**src/rtl/lvs_pkg.sv**
```systemverilog
// Shared constants, state and command types for the line vertex sampler.
`timescale 1ns / 1ps
package lvs_pkg;

   localparam int CoordBits    = 28;
   localparam int StepBits     = 10;
   localparam int StepReset    = 30;
   localparam int RoadBits     = 8;
   localparam int LineBits     = 16;
   localparam int MaxSteps     = 62;
   localparam int SumBits      = 2 * CoordBits + 2;     // even, for the root pairs
   localparam int RootBits     = SumBits / 2;
   localparam int SqRemBits    = RootBits + 3;
   localparam int FracBits     = 4;
   localparam int LenBits      = RootBits - FracBits;
   localparam int QuotBits     = StepBits + FracBits;
   localparam int KBits        = StepBits + CoordBits + FracBits;
   localparam int DispBits     = StepBits + 6;
   localparam int CountBits    = 6;
   localparam int OffBits      = QuotBits + CountBits + 1;
   localparam int IterBits     = 5;
   localparam int ReqDataBits  = 4 * CoordBits;
   localparam int RspDataBits  = 2 * CoordBits + LineBits;
   localparam int RspUserBits  = RoadBits + 2;

   typedef enum logic [3:0] {
      ST_IDLE,
      ST_PREP,
      ST_MUL,
      ST_SUM,
      ST_SQRT,
      ST_DIV_INIT,
      ST_DIV,
      ST_ACC_INIT,
      ST_ADV,
      ST_EMIT_START,
      ST_EMIT_MID,
      ST_EMIT_END
   } state_type;

   typedef enum logic [1:0] {
      EMIT_NONE,
      EMIT_START,
      EMIT_MID,
      EMIT_END
   } emit_type;

   typedef struct packed {
      logic     load_in;
      logic     prep;
      logic     mul;
      logic     sum;
      logic     sqrt_step;
      logic     div_init;
      logic     div_step;
      logic     acc_init;
      logic     acc_adv;
      emit_type emit;
   } cmd_type;

   typedef struct packed {
      logic skip;
      logic mid_ok;
      logic out_free;
   } status_type;

endpackage

```
**src/rtl/lvs_ctrl.sv**
```systemverilog
// Sequencer for the line vertex sampler: steps the datapath through each segment.
`timescale 1ns / 1ps
module lvs_ctrl (
   input  logic               clock,
   input  logic               reset,
   input  logic               req_tvalid,
   output logic               req_tready,
   input  lvs_pkg::status_type status,
   output lvs_pkg::cmd_type    cmd
);
   import lvs_pkg::*;

   state_type            state_ff, state_in;
   logic [IterBits-1:0]  iter_ff, iter_in;

   always_ff @(posedge clock) begin
      if (reset) begin
         state_ff <= ST_IDLE;
         iter_ff  <= '0;
      end else begin
         state_ff <= state_in;
         iter_ff  <= iter_in;
      end
   end

   // next state
   always_comb begin
      state_in = state_ff;
      iter_in  = iter_ff;
      case (state_ff)
         ST_IDLE:       if (req_tvalid) state_in = ST_PREP;
         ST_PREP:       state_in = status.skip ? ST_IDLE : ST_MUL;
         ST_MUL:        state_in = ST_SUM;
         ST_SUM: begin
            state_in = ST_SQRT;
            iter_in  = IterBits'(RootBits - 1);
         end
         ST_SQRT: begin
            iter_in = iter_ff - 1'b1;
            if (iter_ff == '0) state_in = ST_DIV_INIT;
         end
         ST_DIV_INIT: begin
            state_in = ST_DIV;
            iter_in  = IterBits'(QuotBits - 1);
         end
         ST_DIV: begin
            iter_in = iter_ff - 1'b1;
            if (iter_ff == '0) state_in = ST_ACC_INIT;
         end
         ST_ACC_INIT:   state_in = ST_ADV;
         ST_ADV:        state_in = ST_EMIT_START;
         ST_EMIT_START: if (status.out_free) state_in = ST_EMIT_MID;
         ST_EMIT_MID:   if (!status.mid_ok) state_in = ST_EMIT_END;
         ST_EMIT_END:   if (status.out_free) state_in = ST_IDLE;
         default:       state_in = ST_IDLE;
      endcase
   end

   // commands
   always_comb begin
      cmd        = '0;
      cmd.emit   = EMIT_NONE;
      req_tready = 1'b0;
      case (state_ff)
         ST_IDLE: begin
            req_tready  = 1'b1;
            cmd.load_in = req_tvalid;
         end
         ST_PREP:     cmd.prep      = 1'b1;
         ST_MUL:      cmd.mul       = 1'b1;
         ST_SUM:      cmd.sum       = 1'b1;
         ST_SQRT:     cmd.sqrt_step = 1'b1;
         ST_DIV_INIT: cmd.div_init  = 1'b1;
         ST_DIV:      cmd.div_step  = 1'b1;
         ST_ACC_INIT: cmd.acc_init  = 1'b1;
         ST_ADV:      cmd.acc_adv   = 1'b1;
         ST_EMIT_START: if (status.out_free) cmd.emit = EMIT_START;
         ST_EMIT_MID: begin
            if (status.mid_ok && status.out_free) begin
               cmd.emit    = EMIT_MID;
               cmd.acc_adv = 1'b1;
            end
         end
         ST_EMIT_END: if (status.out_free) cmd.emit = EMIT_END;
         default: cmd.emit = EMIT_NONE;
      endcase
   end

endmodule

```
**config.mk**
```make
export PLATFORM = sky130hd
export DESIGN_NAME = lvs_ctrl
export DESIGN_NICKNAME = d
export VERILOG_FILES = /design/src/rtl/lvs_pkg.sv /design/src/rtl/lvs_ctrl.sv
export SDC_FILE = /design/constraint.sdc
export NUM_CORES = 1
export LEC_CHECK = 0
export BUFFER_PORTS_ARGS = -buffer_cell sky130_fd_sc_hd__buf_2
export CORE_AREA = 5 5 43 45
export DETAILED_ROUTE_END_ITERATION = 7
export DIE_AREA = 0 0 48 50
export HOLD_SLACK_MARGIN = 0.08
export PLACE_DENSITY = 0.83
export SLEW_MARGIN = 20
export SYNTH_ARGS = -nofsm -noshare
export SYNTH_HDL_FRONTEND = slang
export SYNTH_SLANG_ARGS = --single-unit
```
**constraint.sdc**
```tcl
create_clock -name clock -period 1.9 [get_ports clock]
set_input_delay 0.285 -clock clock [delete_from_list [all_inputs] [get_ports clock]]
set_output_delay 0.285 -clock clock [all_outputs]
set_load 0.01 [all_outputs]
```
# Word-level counts from Yosys, hierarchy flattened
# Index checks and enable logic that the tools add are counted.
# word_totals
reg_bits	9
in_bits	6
out_inout_bits	12
elab_cells	49
# classes
add_sub_neg	1
n_eq_ne	17
n_mux	23
reduce_logical	6
# ops
operator	count
case mux 4 bit (12 select lines)	1
two-way mux 4 bit	6
== test 4 x 3 -> 1 bit (second input constant)	4
== test 4 bit (second input constant)	4
case mux 5 bit (3 select lines)	1
inequality test 2 bit (second input constant)	6
two-way mux 1 bit	10
== test 4 x 2 -> 1 bit (second input constant)	2
case mux 2 bit (3 select lines)	1
AND reduction 6 bit	1
logical NOT 5 bit	1
subtractor 5 x 1 -> 5 bit (second input constant)	1
== test 4 x 1 -> 1 bit (second input constant)	1
logical NOT 4 bit	1
two-way mux 2 bit	2
two-way mux 3 bit	1
nonzero test 3 bit	1
case mux 1 bit (2 select lines)	1
OR reduction 2 bit	1
logical AND 1 bit	1

# Depth between registers and ports, before layout
# Gate-level depths: netlist of run 1.
# depth
word_depth	3
ltp_mapped	6
depth_no_buf	6

# Worst setup path before layout of run 1
# No wires, ideal clock.
# synth_timing
path_type	flip-flop to output port
from	reg state_ff[0]
to	out cmd[1] (netlist bit)
arrival_time_ns	1.413
required_time_ns	1.615
path_slack_ns	0.202
stages_incl_launch_ff	5
n_path_buf	2
cell_sequence	dfxtp_1 clkbuf_1 clkbuf_1 nor2_1 nor4b_1
# synth_rtl
item	line	text
start, declared	lvs_ctrl.sv:13	state_type state_ff, state_in;
start signal, assigned	lvs_ctrl.sv:21	state_ff <= state_in;
end, declared	lvs_ctrl.sv:9	output lvs_pkg::cmd_type cmd

==> metrics.cfg, run 1 <==
[status]
status = finished, final reports clean

[yosys]
synth_compound_area_share_pct = 27.17
synth_nets = 93
postSynthCellCount = 86
synth_top_family_by_area = simple AND/OR/NAND/NOR gates
avgSynthCellArea_um2 = 7.551
ys_seq_area_share_pct = 27.75
ys_warn_count = 0
synth.ff_latch_count = 9
synthAdderAreaFrac_pct = 1.927
synthMuxAreaShare_pct = 3.083
synth_xor_area_share_pct = 1.349
synth.distinct_cells = 31
syn_area_um2 = 649.4
synthSimpleGateAreaFrac_pct = 31.21

[worst_setup_path]
cp.required_ps = 1620
crit_start = state_ff[0]
reg2reg_from = state_ff[2]
crit_slowest_cell = dfxtp_2
r2r_slack_ps = 220
crit_cells = 3
worst_r2r_path_depth = 4
critPathTopFamily = flip-flops
crit_chain = nor2_1 > nor4b_1 > buf_2
path_buf_inv = 1
arrival_ps = 1400
r2r-end = iter_ff[3]
critPathKind = flop to primary output
critical_path.max_stage_delay_ps = 540
crit_path_end_kind = primary output
crit_fanout = 21
critical_path.endpoint = cmd[1]
critPathLaunchType = flop

[placement]
gp_congestion = 0.8069
dp_hpwl_um = 1128
placed_area_um2 = 743.2
port_buffers = 17

[timing]
max-slew-margin-rel_pct = 50.91
drv_slew = 0
tns_ps = 0
fin_crit_ps = 1688
clock.fmax_mhz = 592.5
finalHoldViolations = 0
setup_violations = 0
skew_ps = 0.6148
rsz0062_at_grt = false
worst_pin_slew_ps = 734.8
min_period_over_period_pct = 88.82

[global_routing]
grt_pass1_vias = 576
antenna_found_initial = 0
globalRouteOverflowTotal = 0
grt_pass1_wl_um = 2580
grt_max_degree = 22
grt_usage_pct = 14.63

[die]
start_util_pct = 45.21
fp.dieW_um = 48
rows = 14
die-area_um2 = 2400
fp.coreArea_um2 = 1436
fp.dieH_um = 50
io_pins = 18

[layout]
multi_input_area_um2 = 420.4
drive_above_1_share_pct = 26.21
syn_to_final_growth_pct = 18.69
fillCellCount = 142
fin_area_um2 = 770.7
nets = 111
fin_util_pct = 53.66
seqCellArea_um2 = 181.4
n_antenna_cell = 0
layout_commonest_cell = buf_2
layout_common_cells = buf_2 (17), nor2_1 (11), a21oi_1 (9), dfxtp_1 (8)

[cts]
clk_latency_ps = 260
cts_root_buf = clkbuf_4
postCtsHoldBufs = 0
cts_buffers = 3
tritoncts = built
cts.reportedPaths.clkPinSlew_ps = 60
ctsLongestPathBuffers = 2
htreeDepth = 1
cts_sinks = 9

[power_and_ir_drop]
powerDensity_nw_per_um2 = 1055
ir_drop_mv = 0.4881
p_leak_nw = 0.3135

[drt]
wl_um = 1511
ant_nets = 0
wl_per_cell_um = 12.70
dr.first_iter.drc_count = 17
via_count = 671
vias_per_cell = 5.639
drtPass1Iterations = 4
drc_errors = 0

[run]
max_cap_violations = 0

[min_path]
min_path_type = primary input to flop

cells in the mapped netlist:
| library cell | count | area share [%] |
|---|---|---|
| o21ai_0 | 1 | 0.77 |
| mux2i_1 | 2 | 3.1 |
| buf_6 | 1 | 1.7 |
| inv_1 | 4 | 2.3 |
| a211oi_1 | 1 | 1.2 |
| a31oi_1 | 1 | 0.96 |
| a21bo_2 | 1 | 1.5 |
| nor4b_1 | 1 | 1.3 |
| a211o_1 | 1 | 1.3 |
| nand3b_1 | 2 | 2.3 |
| and2_1 | 1 | 0.96 |
| a2111oi_0 | 2 | 2.7 |
| nor2_1 | 11 | 6.4 |
| nand2b_1 | 7 | 6.7 |
| or2_1 | 1 | 0.96 |
| a211oi_2 | 1 | 1.9 |
| o211ai_1 | 1 | 1.2 |
| nand2_1 | 7 | 4.0 |
| xnor2_1 | 1 | 1.3 |
| a21oi_1 | 9 | 6.9 |
| o221a_4 | 1 | 3.1 |
| o32ai_1 | 1 | 1.3 |
| buf_1 | 1 | 0.58 |
| nor2b_1 | 2 | 1.9 |
| nor3_1 | 4 | 3.1 |
| dfxtp_1 | 9 | 28 |
| clkbuf_1 | 5 | 2.9 |
| o32a_1 | 1 | 1.5 |
| a311oi_1 | 2 | 2.7 |
| ha_1 | 1 | 1.9 |
| nor3b_1 | 3 | 3.5 |
layer usage:
layer  track usage, %  part of all wire (%)  up-vias
met5                0                     0        -
met4            4.036                     0        0
met3            5.455                   7.2        0
met2            23.57                    51       22
met1            17.53                    41      311
li1                 -                     -      338
stage by stage:
| step | power, W | cells | hold slack (ps) | setup WS [ps] |
|---|---|---|---|---|
| CTS | 0.0008195 | 119 | 319.5 | 9.505 |
| global placement | 0.0006558 | 115 | 485.1 | 322.4 |
| detailed placement | 0.0006704 | 115 | 489.8 | 243.7 |
| global route | 0.0008824 | 119 | 328.1 | 60.26 |
| floorplan | 0.0005790 | 86 | 449.8 | 201.6 |
| finish | 0.0008131 | 119 | 323.7 | 212.3 |
cells by family (layout without fill, tap and decap cells):
group / Yosys count / after routing
AND/OR/NAND/NOR: 39 / 39
AO/OA/AOI/OAI: 23 / 23
buffers and inverters: 11 / 28
adder cells (fa/ha/maj): 1 / 1
flip-flops: 9 / 9
XOR/XNOR: 1 / 1
multiplexers: 2 / 2
worst min path at each step:
stage	from	end	slack [ps]	cells after the start
6_report	reset	state_ff[2]	320	2
5_1_grt	reset	iter_ff[2]	330	2
4_1_cts	reset	iter_ff[2]	320	2
3_5_place_dp	iter_ff[3]	iter_ff[3]	490	1
3_3_place_gp	iter_ff[3]	iter_ff[3]	490	1
2_1_floorplan	iter_ff[3]	iter_ff[3]	450	1
power by group:
| group | internal (W) | switching (W) |
|---|---|---|
| sequential | 0.000229 | 0.0000653 |
| clock | 0.0000808 | 0.0000643 |
| combinational | 0.000175 | 0.000198 |
| total | 0.000485 | 0.000328 |
layout make-up:
class / count / share of cell area (%)
multi-input cells: 66 / 54.55
flip-flops and latches: 9 / 23.54
repair buffers: 20 / 13.96
clock buffers: 4 / 3.409
well taps: 16 / 2.597
inverters: 4 / 1.948
state kept, by name, indices dropped and copies added, names as in the netlist:
register  cells
state_ff      4
iter_ff       5
timing repair:
action | 4_1_cts | 5_1_grt
setup buffers | 0 | 0
endpoints found under the setup margin | 0 | 2
gates resized for setup | 0 | 1
Power figures use the tool's default switching activity.
==> run 2: changes to the inputs <==
--- a/config.mk
+++ b/config.mk
@@ -6,9 +6,9 @@
 export NUM_CORES = 1
 export LEC_CHECK = 0
 export BUFFER_PORTS_ARGS = -buffer_cell sky130_fd_sc_hd__buf_2
-export CORE_AREA = 5 5 43 45
+export CORE_AREA = 2 2 40 42
 export DETAILED_ROUTE_END_ITERATION = 7
-export DIE_AREA = 0 0 48 50
+export DIE_AREA = 0 0 42 44
 export HOLD_SLACK_MARGIN = 0.08
 export PLACE_DENSITY = 0.83
 export SLEW_MARGIN = 20
==> constraint.sdc (replaced) <==
create_clock -name clock -period 1.8 [get_ports clock]
set_input_delay 0.27 -clock clock [delete_from_list [all_inputs] [get_ports clock]]
set_output_delay 0.27 -clock clock [all_outputs]
set_load 0.01 [all_outputs]
==> run 2 against run 1 <==
Core utilization up 0.66 points. Critical path type is now flop to flop. Critical path depth up 3. Largest cell class unchanged. Worst hold slack lost 8.4 ps. Register-to-register slack lost 60 ps. Largest power group unchanged.
==> metrics.cfg, run 2 (same netlist as run 1, synthesis figures left out) <==
[timing]
drv_slew = 0  ; unchanged
whs_ps = 315.3  ; -8.362 ps
max-slew-margin-rel_pct = 59.88  ; +9.0 points
tns_ps = 0  ; unchanged
rsz0062_at_grt = false
fin_crit_ps = 1639
finalHoldViolations = 0  ; unchanged
min_period_over_period_pct = 91.08
setup_violations = 0  ; unchanged
worst_pin_slew_ps = 600.5  ; -134.4 ps
clock.fmax_mhz = 609.9
skew_ps = 1.808  ; +1.193 ps

[die]
die-area_um2 = 1848  ; -23%
fp.coreArea_um2 = 1419  ; -1.2%
fp.dieW_um = 42  ; -13%
rows = 14  ; unchanged
start_util_pct = 45.77  ; +0.56 points
fp.dieH_um = 44  ; -12%
io_pins = 18  ; unchanged

[global_routing]
globalRouteOverflowTotal = 0  ; unchanged
grt_pass1_wl_um = 2573  ; -0.27%
grt_pass1_vias = 598  ; +3.8%
grt_max_degree = 22  ; unchanged
antenna_found_initial = 0  ; unchanged
grt_usage_pct = 18.50  ; +3.9 points

[run]
max_cap_violations = 0  ; unchanged

[drt]
drtPass1Iterations = 4  ; unchanged
vias_per_cell = 5.664  ; +0.45%
wl_per_cell_um = 12.44  ; -2.1%
dr.first_iter.drc_count = 7  ; -10
drc_errors = 0  ; unchanged
via_count = 674  ; +0.45%
ant_nets = 0  ; unchanged
wl_um = 1480  ; -2.1%

[placement]
port_buffers = 17  ; unchanged
placed_area_um2 = 743.2  ; unchanged
dp_hpwl_um = 1109  ; -1.7%
gp_congestion = 0.7787  ; -3.5%

[layout]
drive_above_1_share_pct = 26.21  ; unchanged
seqCellArea_um2 = 181.4  ; unchanged
biggestRegsByFlops = iter_ff (5), state_ff (4)
n_antenna_cell = 0  ; unchanged
layout_commonest_cell = buf_2
fin_area_um2 = 770.7  ; unchanged
regMostFlops = iter_ff
syn_to_final_growth_pct = 18.69  ; unchanged
fillCellCount = 148  ; +4.2%
largest_reg_flops = 5  ; unchanged
nets = 111  ; unchanged
layout_common_cells = buf_2 (17), nor2_1 (11), a21oi_1 (9), dfxtp_1 (8)
multi_input_area_um2 = 420.4  ; unchanged

[worst_setup_path]
critPathLaunchType = flop
reg2reg_from = iter_ff[0]
cp.required_ps = 1940  ; +320 ps
r2r-end = iter_ff[4]
critPathKind = flop to flop
r2r_slack_ps = 160  ; -60 ps
arrival_ps = 1780  ; +380 ps
crit_fanout = 5  ; -76%
worst_r2r_path_depth = 6  ; +2
crit_path_end_kind = flop

[power_and_ir_drop]
combPwrFrac_pct = 46.1  ; about the same
ir_drop_mv = 0.5534  ; +13%
seqPwrFrac_pct = 35.8  ; -0.4 points
pwr-share-clk_pct = 18.1  ; +0.3 points
powerDensity_nw_per_um2 = 1113  ; +5.6%
intPower_w = 0.0005121  ; +5.5%
p_sw_share_pct = 40.33  ; about the same
p_leak_nw = 0.3135  ; unchanged
p_switching_w = 0.0003461  ; +5.6%

[cts]
tritoncts = built
cts_setup_buffers = 0  ; unchanged
ctsLongestPathBuffers = 2  ; unchanged
postCtsHoldBufs = 0  ; unchanged
cts_root_buf = clkbuf_4
cts_resized = 1  ; +1
cts.reportedPaths.clkPinSlew_ps = 60  ; about the same
cts_buffers = 3  ; unchanged
clk_latency_ps = 260  ; about the same
cts_sinks = 9  ; unchanged
htreeDepth = 1  ; unchanged

[min_path]
whs_endpoint = state_ff[2]
min_path_type = primary input to flop
min_path_cells = 2  ; unchanged
hold_start = reset

[status]
status = finished, final reports clean

==> run 2: cell counts in the layout (fill, tap and decap cells not counted) <==
Identical to the previous run, type by type.
==> run 2: worst max-delay path, cell delays in order (launching register included) <==
cell	delay (ps)
dfxtp_1	340
inv_1	60
ha_1	190
nor3b_1	370
xnor2_1	100
a2111oi_0	390
nor3_1	80
==> run 2: final cells by class <==
cell class / instances / share of cell area, %
inverter: 4 / 1.948
multi-input combinational: 66 / 54.55
timing repair buffer: 20 / 13.96
clock buffer: 4 / 3.409
sequential: 9 / 23.54
tap: 16 / 2.597
==> run 2: layer usage <==
layer  GRT usage [%]  part of all wire (%)  up-vias
met5               0                     0        -
met4           10.97                   2.8        0
met3           6.667                   7.2        6
met2           29.06                    44       25
met1           21.72                    46      305
li1                -                     -      338
==> run 2: power by group through the flow <==
stage               Sequential (W)  Combinational, W  Clock, W
floorplan                 0.000272          0.000339         0
global placement          0.000304          0.000381         0
detailed placement        0.000307          0.000395         0
CTS                       0.000305          0.000396  0.000160
global route              0.000318          0.000442  0.000174
finish                    0.000307          0.000396  0.000155
==> run 2: worst max-delay path by stage <==
stage / startpoint / end / cells after the start
finish: iter_ff[0] / iter_ff[4] / 6
floorplan: state_ff[0] / cmd[1] / 4
detailed placement: iter_ff[0] / iter_ff[4] / 6
global placement: state_ff[0] / iter_ff[2] / 4
global route: state_ff[0] / cmd[1] / 3
CTS: iter_ff[0] / iter_ff[4] / 6
==> run 2: stage by stage <==
| stage | setup WS [ps] | std cells | util [%] | power [W] |
|---|---|---|---|---|
| after floorplan | 116.6 | 86 | - | 0.0006111 |
| after global placement | 261.9 | 115 | 52.38 | 0.0006844 |
| after detailed placement | 188.6 | 115 | 52.38 | 0.0007026 |
| after CTS | 161.5 | 119 | 54.32 | 0.0008607 |
| after global routing | 1.260 | 119 | 54.32 | 0.0009350 |
| final | 160.5 | 119 | 54.32 | 0.0008582 |
==> run 3: changes to the inputs <==
==> constraint.sdc (replaced) <==
create_clock -name clock -period 1.7 [get_ports clock]
set_input_delay 0.255 -clock clock [delete_from_list [all_inputs] [get_ports clock]]
set_output_delay 0.255 -clock clock [all_outputs]
set_load 0.01 [all_outputs]
==> run 3 against run 2 <==
Non-clock buffer count is 2 higher. First-iteration DRC count stayed put. Final area is 3.6% higher. Total power is 8.9% higher. Flip-flop and latch count stayed put. Critical path depth is 2 lower. Sequential power is 4% higher. Clock power is 9% higher. Worst hold slack worse by 22 ps. Cell count is 1.7% higher. Clock-buffer cell count stayed put. Critical endpoint is now cmd[10]. Highest routed layer unchanged.
==> metrics.cfg, run 3 (same netlist as run 1, synthesis figures left out) <==
[status]
status = finished, final reports clean

[min_path]
min_path_type = primary input to flop
whs_endpoint = state_ff[2]
hold_start = reset
min_path_cells = 2  ; unchanged

[drt]
ant_nets = 0  ; unchanged
dr.first_iter.drc_count = 7  ; unchanged
via_count = 668  ; -0.89%
wl_per_cell_um = 12.21  ; -1.9%
wl_um = 1477  ; -0.20%
drc_errors = 0  ; unchanged
drtPass1Iterations = 4  ; unchanged
vias_per_cell = 5.521  ; -2.5%

[global_routing]
grt_pass1_vias = 552  ; -7.7%
grt_usage_pct = 17.98  ; -0.52 points
grt_pass1_wl_um = 2525  ; -1.9%
globalRouteOverflowTotal = 0  ; unchanged
antenna_found_initial = 0  ; unchanged
grt_max_degree = 19  ; -14%

[worst_setup_path]
r2r_slack_ps = 160  ; about the same
critPathKind = flop to primary output
crit_path_end_kind = primary output
worst_r2r_path_depth = 6  ; unchanged
reg2reg_from = iter_ff[0]
crit_chain = or2_1 > nor3_1 > and2_1 > buf_2
r2r-end = state_ff[3]
path_buf_inv = 1  ; unchanged
critPathTopFamily = simple AND/OR/NAND/NOR gates
arrival_ps = 1340  ; -440 ps
critPathLaunchType = flop
crit_fanout = 6  ; +1
critical_path.max_stage_delay_ps = 310  ; -80 ps
cp.required_ps = 1440  ; -500 ps
crit_slowest_cell = dfxtp_1

[timing]
min_period_over_period_pct = 93.80
worst_pin_slew_ps = 562.8  ; -37.62 ps
drv_slew = 0  ; unchanged
fin_crit_ps = 1595
skew_ps = 1.245  ; -0.5626 ps
setup_violations = 0  ; unchanged
max-slew-margin-rel_pct = 62.40  ; +2.5 points
rsz0062_at_grt = false
tns_ps = 0  ; unchanged
finalHoldViolations = 0  ; unchanged
clock.fmax_mhz = 627.1

[die]
fp.dieH_um = 44  ; unchanged
start_util_pct = 45.77  ; unchanged
rows = 14  ; unchanged
fp.dieW_um = 42  ; unchanged
io_pins = 18  ; unchanged
fp.coreArea_um2 = 1419  ; unchanged
die-area_um2 = 1848  ; unchanged

[layout]
fillCellCount = 122  ; -18%
syn_to_final_growth_pct = 22.93
regMostFlops = iter_ff
biggestRegsByFlops = iter_ff (5), state_ff (4)
drive_above_1_share_pct = 29.52  ; +3.3 points
layout_commonest_cell = buf_2
n_antenna_cell = 0  ; unchanged
largest_reg_flops = 5  ; unchanged
nets = 113  ; +1.8%
final_cell_count_no_fill = 121  ; +1.7%
layout_common_cells = buf_2 (17), nor2_1 (11), a21oi_1 (9), dfxtp_1 (8)

[cts]
clk_latency_ps = 260  ; about the same
cts_root_buf = clkbuf_4
cts_resized = 1  ; unchanged
postCtsHoldBufs = 0  ; unchanged
tritoncts = built
ctsLongestPathBuffers = 2  ; unchanged
cts_sinks = 9  ; unchanged
cts.reportedPaths.clkPinSlew_ps = 60  ; about the same
cts_setup_buffers = 0  ; unchanged
htreeDepth = 1  ; unchanged
cts_buffers = 3  ; unchanged

[power_and_ir_drop]
power_w = 0.0009342  ; +8.9%
pwr-share-clk_pct = 18.0  ; about the same
intPower_w = 0.0005604  ; +9.4%
p_leak_nw = 0.3256  ; +3.9%
powerDensity_nw_per_um2 = 1170  ; +5.1%
p_switching_w = 0.0003737  ; +8.0%
seqPwrFrac_pct = 34.2  ; -1.6 points
ir_drop_mv = 0.5300  ; -4.2%
combPwrFrac_pct = 47.8  ; +1.7 points
p_sw_share_pct = 40.01  ; -0.32 points

[placement]
gp_congestion = 0.7909  ; +1.6%
port_buffers = 17  ; unchanged
dp_hpwl_um = 1068  ; -3.7%
place_inst = 117  ; +1.7%

[run]
max_cap_violations = 0  ; unchanged

-- run 3: cell count changes in the layout (fill, tap and decap cells not counted) --
cell and change:
buf_4 +2, a2111oi_0 -1, a2111oi_1 +1, nor3b_1 -1
nor3b_2 +1, nor4b_1 -1, nor4b_2 +1
-- run 3: cell type report --
| class | count | area, µm² | share of cell area (%) |
|---|---|---|---|
| clock buffers | 4 | 26.28 | 3.292 |
| inverters | 4 | 15.01 | 1.881 |
| multi-input cells | 66 | 432.9 | 54.23 |
| flip-flops and latches | 9 | 181.4 | 22.73 |
| well taps | 16 | 20.02 | 2.508 |
| repair buffers | 22 | 122.6 | 15.36 |
-- run 3: per-stage QoR --
stage / setup slack [ps] / hold slack, ps / util, % / cell area [µm²]
after floorplan: 31.56 / 449.8 / - / 649.4
after global placement: 154.7 / 469.1 / 53.44 / 758.2
after detailed placement: 80.57 / 477.5 / 53.44 / 758.2
after CTS: 46.08 / 293.3 / 55.38 / 785.8
after global routing: 3.585 / 301.0 / 56.26 / 798.3
final: 105.3 / 292.9 / 56.26 / 798.3
-- run 3: worst reg2reg max path: stages (launching register included) --
cell      delay, ps
dfxtp_1         380
inv_1            60
ha_1            220
nor3b_2         180
a211o_1         320
o221a_4         140
a211oi_2        170
-- run 3: per-layer routing --
layer | part of all wire, % | global-route usage [%] | routed length (µm)
met3 | 6.3 | 3.750 | 93
met1 | 46 | 23.48 | 683
met5 | 0 | 0 | 0
met4 | 2.2 | 9.677 | 32
met2 | 45 | 27.81 | 668
-- run 3: worst max-delay path by stage --
stage	start	end	slack, ps	cells past startpoint
final	state_ff[1]	cmd[10]	110	4
after global routing	state_ff[1]	cmd[10]	4	4
after CTS	state_ff[0]	cmd[1]	50	3
after detailed placement	iter_ff[0]	iter_ff[4]	80	6
after global placement	iter_ff[0]	iter_ff[4]	150	6
after floorplan	state_ff[0]	cmd[1]	30	4
-- run 3: power groups by stage --
stage	Clock, W	Sequential, W	Combinational [W]
after floorplan	0	0.000288	0.000359
after global placement	0	0.000316	0.000425
after detailed placement	0	0.000318	0.000437
after CTS	0.000171	0.000315	0.000437
after global routing	0.000183	0.000329	0.000493
final	0.000169	0.000319	0.000446
